==> src/sv/assert_macros.svh <==
// Assertion macros shared by the pool RTL.
// Expects clk and rst_n in the scope where a macro is used.
`ifndef ASSERT_MACROS_SVH
`define ASSERT_MACROS_SVH

// check a property on every clock edge outside reset
`define SLNF_ASSERT(lbl, prop, msg) \
  lbl: assert property (@(posedge clk) disable iff (!rst_n) (prop)) \
    else $error(msg);

// check that an antecedent implies a consequent in the same cycle
`define SLNF_ASSERT_IMPL(lbl, ante, cons, msg) \
  lbl: assert property (@(posedge clk) disable iff (!rst_n) (ante) |-> (cons)) \
    else $error(msg);

`endif

==> src/sv/slnf_pkg.sv <==
// Package for the linked list pool: command codes, stream layout, item types.
// No dependencies.
package slnf_pkg;

  localparam logic [1:0] CMD_INSERT = 2'd0;
  localparam logic [1:0] CMD_PUSH   = 2'd1;
  localparam logic [1:0] CMD_ERASE  = 2'd2;
  localparam logic [1:0] CMD_POP    = 2'd3;

  localparam int IN_TDATA_W  = 40;
  localparam int IN_TUSER_W  = 3;
  localparam int OUT_TDATA_W = 24;
  localparam int OUT_TUSER_W = 1;

  typedef struct packed {
    logic              is_insert;
    logic              at_back;
    logic              sel;
    logic [31:0]       value;
    logic [5:0]        position;
  } slnf_item_t;

  typedef struct packed {
    logic              ok;
    logic [4:0]        slot;
    logic [5:0]        list_size;
    logic [5:0]        free_slots;
  } slnf_result_t;

endpackage

==> src/sv/static_linked_list_next_fit_pool_top.sv <==
// Channel  Ports        tdata (low bit up)            tuser (low bit up)
// in       in_t*        value[31:0] position[37:32]   cmd[1:0] list_select[2]
// out      out_t*       slot list_size free_slots     ok[0]
// A command leaves the queue, is decoded and loads the result register; an insert
// first runs a next-fit search that examines 1 to POOL_SLOTS slots, a position past
// the head adds a list walk plus link RAM updates (erase at the head reads the link RAM).
// A two-entry command queue keeps taking words until full while the back end works
// or the result register waits; reset is synchronous and clears lists and pool.
// Depends on slnf_pkg, slnf_front, slnf_back, slnf_ram, assert_macros.svh.
`include "assert_macros.svh"
module static_linked_list_next_fit_pool_top
  import slnf_pkg::*;
#(
  parameter int POOL_SLOTS = 32,
  parameter int NUM_LISTS  = 2,
  parameter int VALUE_BITS = 32
) (
  input  logic                   clk,
  input  logic                   rst_n,
  input  logic                   in_tvalid,
  output logic                   in_tready,
  input  logic [IN_TDATA_W-1:0]  in_tdata,   // value, position
  input  logic [IN_TUSER_W-1:0]  in_tuser,   // cmd, list_select
  output logic                   out_tvalid,
  input  logic                   out_tready,
  output logic [OUT_TDATA_W-1:0] out_tdata,  // slot, list_size, free_slots
  output logic [OUT_TUSER_W-1:0] out_tuser   // ok
);

  localparam int FW = $clog2(POOL_SLOTS + 1);

  logic                            q_valid, q_ready;
  slnf_item_t                      q_item;
  slnf_result_t                    res;
  logic [$clog2(POOL_SLOTS+1)-1:0] bk_free;
  logic [POOL_SLOTS-1:0]           bk_used;

  slnf_front u_front (
    .clk       (clk),
    .rst_n     (rst_n),
    .in_tvalid (in_tvalid),
    .in_tready (in_tready),
    .in_tdata  (in_tdata),
    .in_tuser  (in_tuser),
    .q_valid   (q_valid),
    .q_ready   (q_ready),
    .q_item    (q_item)
  );

  slnf_back #(
    .POOL_SLOTS (POOL_SLOTS),
    .NUM_LISTS  (NUM_LISTS),
    .VALUE_BITS (VALUE_BITS)
  ) u_back (
    .clk       (clk),
    .rst_n     (rst_n),
    .q_valid   (q_valid),
    .q_ready   (q_ready),
    .q_item    (q_item),
    .res_valid (out_tvalid),
    .res_ready (out_tready),
    .res_data  (res),
    .free_o    (bk_free),
    .used_o    (bk_used)
  );

  assign out_tdata = {7'd0, res.free_slots, res.list_size, res.slot};
  assign out_tuser = res.ok;

  `SLNF_ASSERT(a_free_range, bk_free <= FW'(POOL_SLOTS), "free count beyond pool size")
  `SLNF_ASSERT(a_pool_count, $countones(bk_used) + int'(bk_free) == POOL_SLOTS, "pool mismatch")
  `SLNF_ASSERT_IMPL(a_reject_slot, out_tvalid && !res.ok, res.slot == '0, "slot set on reject")

endmodule

==> src/sv/slnf_ram.sv <==
// Generic single write, single read RAM with registered read data.
// No dependencies.
module slnf_ram #(
  parameter int WIDTH = 8,
  parameter int DEPTH = 32
) (
  input  logic                                  clk,
  input  logic                                  we,
  input  logic [(DEPTH > 1 ? $clog2(DEPTH) : 1)-1:0] waddr,
  input  logic [WIDTH-1:0]                      wdata,
  input  logic [(DEPTH > 1 ? $clog2(DEPTH) : 1)-1:0] raddr,
  output logic [WIDTH-1:0]                      rdata
);

  logic [WIDTH-1:0] mem_r [DEPTH];
  logic [WIDTH-1:0] rdata_r;

  always_ff @(posedge clk) begin
    if (we) begin
      mem_r[waddr] <= wdata;
    end
    rdata_r <= mem_r[raddr];
  end

  assign rdata = rdata_r;

endmodule

==> src/sv/slnf_front.sv <==
// Command front end: unpacks and classifies stream words into a two-entry queue.
// Depends on slnf_pkg.
module slnf_front
  import slnf_pkg::*;
(
  input  logic                  clk,
  input  logic                  rst_n,
  input  logic                  in_tvalid,
  output logic                  in_tready,
  input  logic [IN_TDATA_W-1:0] in_tdata,
  input  logic [IN_TUSER_W-1:0] in_tuser,
  output logic                  q_valid,
  input  logic                  q_ready,
  output slnf_item_t            q_item
);

  slnf_item_t entry_r [2];
  logic       wr_ptr_r, rd_ptr_r;
  logic [1:0] cnt_r;
  logic       push, pop;
  slnf_item_t item;
  logic [1:0] cmd;

  assign cmd            = in_tuser[1:0];
  assign item.is_insert = (cmd == CMD_INSERT) || (cmd == CMD_PUSH);
  assign item.at_back   = (cmd == CMD_PUSH) || (cmd == CMD_POP);
  assign item.sel       = in_tuser[2];
  assign item.value     = in_tdata[31:0];
  assign item.position  = in_tdata[37:32];

  assign in_tready = (cnt_r != 2'd2);
  assign q_valid   = (cnt_r != 2'd0);
  assign q_item    = entry_r[rd_ptr_r];
  assign push      = in_tvalid && in_tready;
  assign pop       = q_valid && q_ready;

  always_ff @(posedge clk) begin
    if (!rst_n) begin
      wr_ptr_r <= 1'b0;
      rd_ptr_r <= 1'b0;
      cnt_r    <= 2'd0;
    end else begin
      if (push) begin
        wr_ptr_r <= ~wr_ptr_r;
      end
      if (pop) begin
        rd_ptr_r <= ~rd_ptr_r;
      end
      cnt_r <= 2'(cnt_r + {1'b0, push} - {1'b0, pop});
    end
  end

  always_ff @(posedge clk) begin
    if (push) begin
      entry_r[wr_ptr_r] <= item;
    end
  end

endmodule

==> src/sv/slnf_back.sv <==
// Command back end: next-fit slot allocation, list walks, link updates, result register.
// Depends on slnf_pkg and slnf_ram.
module slnf_back
  import slnf_pkg::*;
#(
  parameter int POOL_SLOTS = 32,
  parameter int NUM_LISTS  = 2,
  parameter int VALUE_BITS = 32
) (
  input  logic                                clk,
  input  logic                                rst_n,
  input  logic                                q_valid,
  output logic                                q_ready,
  input  slnf_item_t                          q_item,
  output logic                                res_valid,
  input  logic                                res_ready,
  output slnf_result_t                        res_data,
  output logic [$clog2(POOL_SLOTS+1)-1:0]     free_o,
  output logic [POOL_SLOTS-1:0]               used_o
);

  localparam int SW  = $clog2(POOL_SLOTS);
  localparam int LW  = $clog2(POOL_SLOTS + 1);
  localparam int CW  = (LW > 6) ? LW : 6;
  localparam int LSW = (NUM_LISTS > 1) ? $clog2(NUM_LISTS) : 1;
  localparam logic SEL1_OK = (NUM_LISTS > 1);

  localparam logic [3:0] S_IDLE  = 4'd0;
  localparam logic [3:0] S_DEC   = 4'd1;
  localparam logic [3:0] S_SCAN  = 4'd2;
  localparam logic [3:0] S_WALK  = 4'd3;
  localparam logic [3:0] S_ILINK = 4'd4;
  localparam logic [3:0] S_IFIX  = 4'd5;
  localparam logic [3:0] S_EDEL  = 4'd6;
  localparam logic [3:0] S_ENXT  = 4'd7;
  localparam logic [3:0] S_OUT   = 4'd8;

  logic [3:0]            state_r, state_nxt;
  logic [SW-1:0]         scan_r, scan_nxt;
  logic [LW-1:0]         free_r, free_nxt;
  logic [POOL_SLOTS-1:0] used_r, used_nxt;
  logic [LW-1:0]         llen_r [NUM_LISTS];
  logic [LW-1:0]         llen_nxt [NUM_LISTS];
  logic [SW-1:0]         lhead_r [NUM_LISTS];
  logic [SW-1:0]         lhead_nxt [NUM_LISTS];
  logic                  out_valid_r, out_valid_nxt;
  logic                  pend_r, pend_nxt;

  logic                  ins_r, ins_nxt;
  logic                  back_r, back_nxt;
  logic                  sel_r, sel_nxt;
  logic                  vsel_r, vsel_nxt;
  logic [VALUE_BITS-1:0] val_r, val_nxt;
  logic [CW-1:0]         epos_r, epos_nxt;
  logic [LW-1:0]         len_r, len_nxt;
  logic [SW-1:0]         head_r, head_nxt;
  logic [SW-1:0]         t_r, t_nxt;
  logic [SW-1:0]         prev_r, prev_nxt;
  logic [SW-1:0]         del_r, del_nxt;
  logic [SW-1:0]         cur_r, cur_nxt;
  logic [LW-1:0]         cnt_r, cnt_nxt;
  logic                  rok_r, rok_nxt;
  logic [SW-1:0]         rslot_r, rslot_nxt;
  slnf_result_t          out_r, out_nxt;

  logic                  lk_we;
  logic [SW-1:0]         lk_waddr, lk_wdata, lk_raddr, lk_rdata;
  logic                  vl_we;
  logic [SW-1:0]         vl_waddr;
  logic [SW-1:0]         walk_addr;
  logic [LSW-1:0]        lsel, qsel;
  logic [LW-1:0]         qlen;
  logic                  ins_rej, era_rej;

  slnf_ram #(.WIDTH(SW), .DEPTH(POOL_SLOTS)) u_link_ram (
    .clk   (clk),
    .we    (lk_we),
    .waddr (lk_waddr),
    .wdata (lk_wdata),
    .raddr (lk_raddr),
    .rdata (lk_rdata)
  );

  slnf_ram #(.WIDTH(VALUE_BITS), .DEPTH(POOL_SLOTS)) u_value_ram (
    .clk   (clk),
    .we    (vl_we),
    .waddr (vl_waddr),
    .wdata (val_r),
    .raddr ('0),
    .rdata ()
  );

  assign q_ready   = (state_r == S_IDLE);
  assign res_valid = out_valid_r;
  assign res_data  = out_r;
  assign free_o    = free_r;
  assign used_o    = used_r;

  assign walk_addr = pend_r ? lk_rdata : cur_r;
  assign lsel      = LSW'(sel_r);
  assign qsel      = LSW'(q_item.sel);
  assign qlen      = llen_r[qsel];
  assign ins_rej   = (len_r >= LW'(POOL_SLOTS)) || (epos_r > CW'(len_r)) || (free_r == '0);
  assign era_rej   = (back_r && (len_r == '0)) || (epos_r >= CW'(len_r));

  always_comb begin
    state_nxt     = state_r;
    scan_nxt      = scan_r;
    free_nxt      = free_r;
    used_nxt      = used_r;
    llen_nxt      = llen_r;
    lhead_nxt     = lhead_r;
    out_valid_nxt = out_valid_r && !res_ready;
    pend_nxt      = pend_r;
    ins_nxt       = ins_r;
    back_nxt      = back_r;
    sel_nxt       = sel_r;
    vsel_nxt      = vsel_r;
    val_nxt       = val_r;
    epos_nxt      = epos_r;
    len_nxt       = len_r;
    head_nxt      = head_r;
    t_nxt         = t_r;
    prev_nxt      = prev_r;
    del_nxt       = del_r;
    cur_nxt       = cur_r;
    cnt_nxt       = cnt_r;
    rok_nxt       = rok_r;
    rslot_nxt     = rslot_r;
    out_nxt       = out_r;
    lk_we         = 1'b0;
    lk_waddr      = t_r;
    lk_wdata      = lk_rdata;
    lk_raddr      = walk_addr;
    vl_we         = 1'b0;
    vl_waddr      = scan_r;

    case (state_r)
      S_IDLE: begin
        if (q_valid) begin
          ins_nxt  = q_item.is_insert;
          back_nxt = q_item.at_back;
          sel_nxt  = q_item.sel;
          vsel_nxt = !q_item.sel || SEL1_OK;
          val_nxt  = VALUE_BITS'($unsigned(q_item.value));
          len_nxt  = qlen;
          head_nxt = lhead_r[qsel];
          if (!q_item.at_back) begin
            epos_nxt = CW'(q_item.position);
          end else if (q_item.is_insert) begin
            epos_nxt = CW'(qlen);
          end else begin
            epos_nxt = CW'(LW'(qlen - 1'b1));
          end
          state_nxt = S_DEC;
        end
      end
      S_DEC: begin
        if (!vsel_r || (ins_r ? ins_rej : era_rej)) begin
          rok_nxt   = 1'b0;
          rslot_nxt = '0;
          state_nxt = S_OUT;
        end else if (ins_r) begin
          state_nxt = S_SCAN;
        end else if (epos_r == '0) begin
          del_nxt   = head_r;
          lk_raddr  = head_r;
          state_nxt = S_ENXT;
        end else begin
          cur_nxt   = head_r;
          pend_nxt  = 1'b0;
          cnt_nxt   = LW'(epos_r - 1'b1);
          state_nxt = S_WALK;
        end
      end
      S_SCAN: begin
        if (used_r[scan_r]) begin
          scan_nxt = (scan_r == SW'(POOL_SLOTS - 1)) ? '0 : SW'(scan_r + 1'b1);
        end else begin
          t_nxt            = scan_r;
          used_nxt[scan_r] = 1'b1;
          free_nxt         = LW'(free_r - 1'b1);
          vl_we            = 1'b1;
          if (epos_r == '0) begin
            lk_we           = 1'b1;
            lk_waddr        = scan_r;
            lk_wdata        = (len_r != '0) ? head_r : '0;
            lhead_nxt[lsel] = scan_r;
            llen_nxt[lsel]  = LW'(len_r + 1'b1);
            rok_nxt         = 1'b1;
            rslot_nxt       = scan_r;
            state_nxt       = S_OUT;
          end else begin
            cur_nxt   = head_r;
            pend_nxt  = 1'b0;
            cnt_nxt   = LW'(epos_r - 1'b1);
            state_nxt = S_WALK;
          end
        end
      end
      S_WALK: begin
        lk_raddr = walk_addr;
        cur_nxt  = walk_addr;
        pend_nxt = 1'b1;
        if (cnt_r == '0) begin
          prev_nxt  = walk_addr;
          state_nxt = ins_r ? S_ILINK : S_EDEL;
        end else begin
          cnt_nxt = LW'(cnt_r - 1'b1);
        end
      end
      S_ILINK: begin
        lk_we     = 1'b1;
        lk_waddr  = t_r;
        lk_wdata  = lk_rdata;
        state_nxt = S_IFIX;
      end
      S_IFIX: begin
        lk_we          = 1'b1;
        lk_waddr       = prev_r;
        lk_wdata       = t_r;
        llen_nxt[lsel] = LW'(len_r + 1'b1);
        rok_nxt        = 1'b1;
        rslot_nxt      = t_r;
        state_nxt      = S_OUT;
      end
      S_EDEL: begin
        del_nxt   = lk_rdata;
        lk_raddr  = lk_rdata;
        state_nxt = S_ENXT;
      end
      S_ENXT: begin
        if (epos_r == '0) begin
          lhead_nxt[lsel] = lk_rdata;
        end else begin
          lk_we    = 1'b1;
          lk_waddr = prev_r;
          lk_wdata = lk_rdata;
        end
        used_nxt[del_r] = 1'b0;
        free_nxt        = LW'(free_r + 1'b1);
        llen_nxt[lsel]  = LW'(len_r - 1'b1);
        rok_nxt         = 1'b1;
        rslot_nxt       = del_r;
        state_nxt       = S_OUT;
      end
      S_OUT: begin
        if (!out_valid_r || res_ready) begin
          out_valid_nxt      = 1'b1;
          out_nxt.ok         = rok_r;
          out_nxt.slot       = 5'(rslot_r);
          out_nxt.list_size  = vsel_r ? 6'(llen_r[lsel]) : 6'd0;
          out_nxt.free_slots = 6'(free_r);
          state_nxt          = S_IDLE;
        end
      end
      default: begin
        state_nxt = S_IDLE;
      end
    endcase
  end

  always_ff @(posedge clk) begin
    if (!rst_n) begin
      state_r     <= S_IDLE;
      scan_r      <= '0;
      free_r      <= LW'(POOL_SLOTS);
      used_r      <= '0;
      out_valid_r <= 1'b0;
      pend_r      <= 1'b0;
      for (int i = 0; i < NUM_LISTS; i++) begin
        llen_r[i] <= '0;
      end
    end else begin
      state_r     <= state_nxt;
      scan_r      <= scan_nxt;
      free_r      <= free_nxt;
      used_r      <= used_nxt;
      out_valid_r <= out_valid_nxt;
      pend_r      <= pend_nxt;
      llen_r      <= llen_nxt;
    end
  end

  always_ff @(posedge clk) begin
    lhead_r <= lhead_nxt;
    ins_r   <= ins_nxt;
    back_r  <= back_nxt;
    sel_r   <= sel_nxt;
    vsel_r  <= vsel_nxt;
    val_r   <= val_nxt;
    epos_r  <= epos_nxt;
    len_r   <= len_nxt;
    head_r  <= head_nxt;
    t_r     <= t_nxt;
    prev_r  <= prev_nxt;
    del_r   <= del_nxt;
    cur_r   <= cur_nxt;
    cnt_r   <= cnt_nxt;
    rok_r   <= rok_nxt;
    rslot_r <= rslot_nxt;
    out_r   <= out_nxt;
  end

endmodule
==> config.mk <==
export PLATFORM = sky130hd
export DESIGN_NAME = static_linked_list_next_fit_pool_top
export DESIGN_NICKNAME = d
export VERILOG_FILES = /design/src/sv/slnf_pkg.sv /design/src/sv/static_linked_list_next_fit_pool_top.sv /design/src/sv/slnf_ram.sv /design/src/sv/slnf_front.sv /design/src/sv/slnf_back.sv
export VERILOG_INCLUDE_DIRS = /design/src /design/src/sv
export SDC_FILE = /design/constraint.sdc
export NUM_CORES = 1
export LEC_CHECK = 0
export BUFFER_PORTS_ARGS = -buffer_cell sky130_fd_sc_hd__buf_4
export CAP_MARGIN = 5
export CORE_MARGIN = 2
export CORE_UTILIZATION = 50
export DETAILED_ROUTE_END_ITERATION = 6
export PLACE_DENSITY = 0.67
export SLEW_MARGIN = 10
export SYNTH_ARGS = -nofsm -noshare
export SYNTH_HDL_FRONTEND = slang
export SYNTH_HIERARCHICAL = 1
export SYNTH_SLANG_ARGS = --single-unit
==> constraint.sdc <==
create_clock -name clk -period 6.8 [get_ports clk]
set_clock_uncertainty 0.15 [all_clocks]
set_input_delay 0.68 -clock clk [delete_from_list [all_inputs] [get_ports clk]]
set_output_delay 0.68 -clock clk [all_outputs]
set_load 0.02 [all_outputs]
==> run_results.csv <==
group,metric,value,unit
sta,finalCritPeriodShare,76.3,%
critical_path,r2r_start,"u_back/scan_r[1]$_SDFFE_PN0P_",
final_layout,fin_nets,1190,
critical_path,cp_max_fo,17,
sta,fmax,0.193,GHz
floorplanning,initial_core_util,50.8,%
critical_path,crit_path_max_incr_delay,1.01,ns
global_route,antenna_found_initial,0,
final_layout,num_antenna_cells,0,
routing,dr.first_iter.drc_count,981,
critical_path,crit_buf_inv,0,
flow_run,drv_cap,0,
routing,route.detailed.drc,0,
final_layout,layout-drive-gt1-share,20.6,%
global_route,grt_pass1_wl,50.5,mm
final_layout,nFillCells,2373,
power_and_ir_drop,ir_worst_vdd,0.000202,V
routing,vias,9196,
sta,maxSlewHeadroom,16.0,%
power_and_ir_drop,leakage,5.63,nW
sta,post-route-min-period,5.19,ns
yosys,synth.avg_cell_area,13.6,um^2
critical_path,startpoint_type,"flop",
routing,drt_wl_total,32.3,mm
yosys,netlist_area,0.0151,mm^2
critical_path,worst-endpoint-arrival,5.18,ns
cts,root_buffer,"clkbuf_16",
critical_path,required,6.80,ns
yosys,ys_warn_count,6,
floorplanning,die_y,178,um
cts,h-tree-depth,2,
final_layout,finish.utilization,56.7,%
critical_path,reg2reg_depth,8,
critical_path,crit_chain,"mux2i_1 -> nor3_1 -> o41ai_1 -> nand4_1 -> or3_1 -> a21oi_1 -> or3b_2 -> nor2_1",
routing,dr.pass1.iters,7,
floorplanning,die_area,0.0315,mm^2
min_path,worstHoldStart,"in_tdata[32]",
cts,clkSinkCount,329,
yosys,synthCells,1105,
global_route,grt_pass1_vias,8785,
cts,clk_latency,0.53,ns
critical_path,crit_type,"reg2reg",
placed_design,preCtsSetupSlack,1.69,ns
sta,tightest_slew,1.26,ns
cts,post_cts_resize_count,0,
floorplanning,coreArea,0.0296,mm^2
global_route,grt_start_max_net_pins,70,
critical_path,cp.depth,8,
global_route,grt_usage,20.7,%
sta,worst_slack,1.61,ns
sta,finalHoldViolCount,0,
global_route,overflow,0,
routing,antenna_left,0,
sta,slew_viol_final,0,
routing,via_per_inst,5.98,
critical_path,slowest_stage,"dfxtp_1",
cts,clkTransAtPathRegs,0.06,ns
cts,postCtsHoldBufs,0,
sta,grt_setup_unrepaired,"false",
placed_design,io_buffers,32,
cts,post_cts_buffers,0,
critical_path,endpoint_kind,"flop",
floorplanning,ioPinCount,74,
final_layout,syn_to_final_growth,11.6,%
cts,clockBufferDepth,3,
cts,cts_tree,"done",
sta,setup_tns,0,ns
critical_path,worstSetupStartpoint,"u_back/scan_r[1]$_SDFFE_PN0P_",
min_path,hold_path_class,"in2reg",
power_and_ir_drop,p_per_area,378,mW/mm^2
placed_design,hpwl,21.0,mm
critical_path,cpLargestDelayFamily,"simple AND/OR/NAND/NOR gates",
sta,finalSetupViolCount,0,
placed_design,gp_congestion,0.835,
min_path,whs_path_depth,1,
cts,numCtsBuffers,36,
floorplanning,fp.dieW,178,um
status,status,"completed",
floorplanning,num_rows,63,
routing,wl_per_cell,21.0,um
placed cells by master, fill, tap and decap left out, drive strengths merged, types with 5 or more instances in the layout:
cell type  instances
or2                8
nand2b             9
and3              12
clkinv            12
o221ai             5
nor3              40
nand3b             9
o31ai              6
inv               42
mux2              32
mux4              50
a21oi             28
nor3b              9
nor2b             14
conb               7
mux2i             53
o21ai             21
nand2             81
o2bb2ai            5
clkbuf            44
ha                20
or3                8
o211ai             6
a31oi              6
xnor2             13
edfxtp           258
o221a             29
nor2              76
buf               48
nand3             28
dfxtp             71
nor4b              9
a22oi             10
nand4              7
nor4              12
state kept, by name (all words and copies together) (netlist names), 6 cells and up, named ones only:
| name | count |
|---|---|
| u_back/llen_r | 12 |
| u_back/u_link_ram/mem_r | 160 |
| u_back/epos_r | 6 |
| u_back/cnt_r | 6 |
| u_back/len_r | 6 |
| u_back/free_o | 6 |
| u_back/used_o | 32 |
| u_back/res_data | 18 |
| u_back/lhead_r | 10 |
| u_front/entry_r | 18 |
per-layer routing:
| layer | vias up | GRT usage, % | routed length (um) |
|---|---|---|---|
| li1 | 4283 | - | - |
| met1 | 4538 | 30.1 | 14400 |
| met2 | 328 | 32.5 | 15200 |
| met3 | 47 | 3.15 | 1930 |
| met4 | 0 | 6.28 | 705 |
| met5 | - | 0 | 0 |
area by class of cell:
cell class	instances	area, um^2	area share [%]
well taps	390	488	2.90
clock buffers	44	931	5.54
clock inverters	20	234	1.39
flip-flops and latches	329	9170	54.5
multi-input cells	667	5480	32.6
inverters	40	150	0.893
repair buffers	48	360	2.14
worst paths after layout:
| path | slack, ns | endpoint |
|---|---|---|
| setup / recovery | 1.61 | u_back/u_link_ram/mem_r[0][0]$_DFFE_PP_ |
| hold / removal | 0.19 | u_front/entry_r[0][0]$_DFFE_PP_ |
| setup reg to reg | 1.61 | u_back/u_link_ram/mem_r[0][0]$_DFFE_PP_ |
| hold reg to reg | 0.27 | u_back/res_data[13]$_DFFE_PP_ |
power breakdown:
group          leakage (nW)  internal, mW  total [mW]  switching (mW)
clock network         0.565          1.14        1.92           0.785
logic                  2.11         0.693        1.66           0.968
registers              2.95          2.58        2.77           0.188
metrics by stage:
| stage | cells | hold WS (ns) | power (mW) | cell area (um^2) |
|---|---|---|---|---|
| final | 1538 | 0.189 | 6.36 | 16800 |
| after global routing | 1538 | 0.178 | 6.66 | 16800 |
| after CTS | 1538 | 0.169 | 6.41 | 16800 |
| after detailed placement | 1474 | 0.261 | 4.48 | 15600 |
| after global placement | 1474 | 0.257 | 4.44 | 15600 |
| after floorplan | 1111 | 0.250 | 3.98 | 15100 |
(Power assumes the default switching activity.)
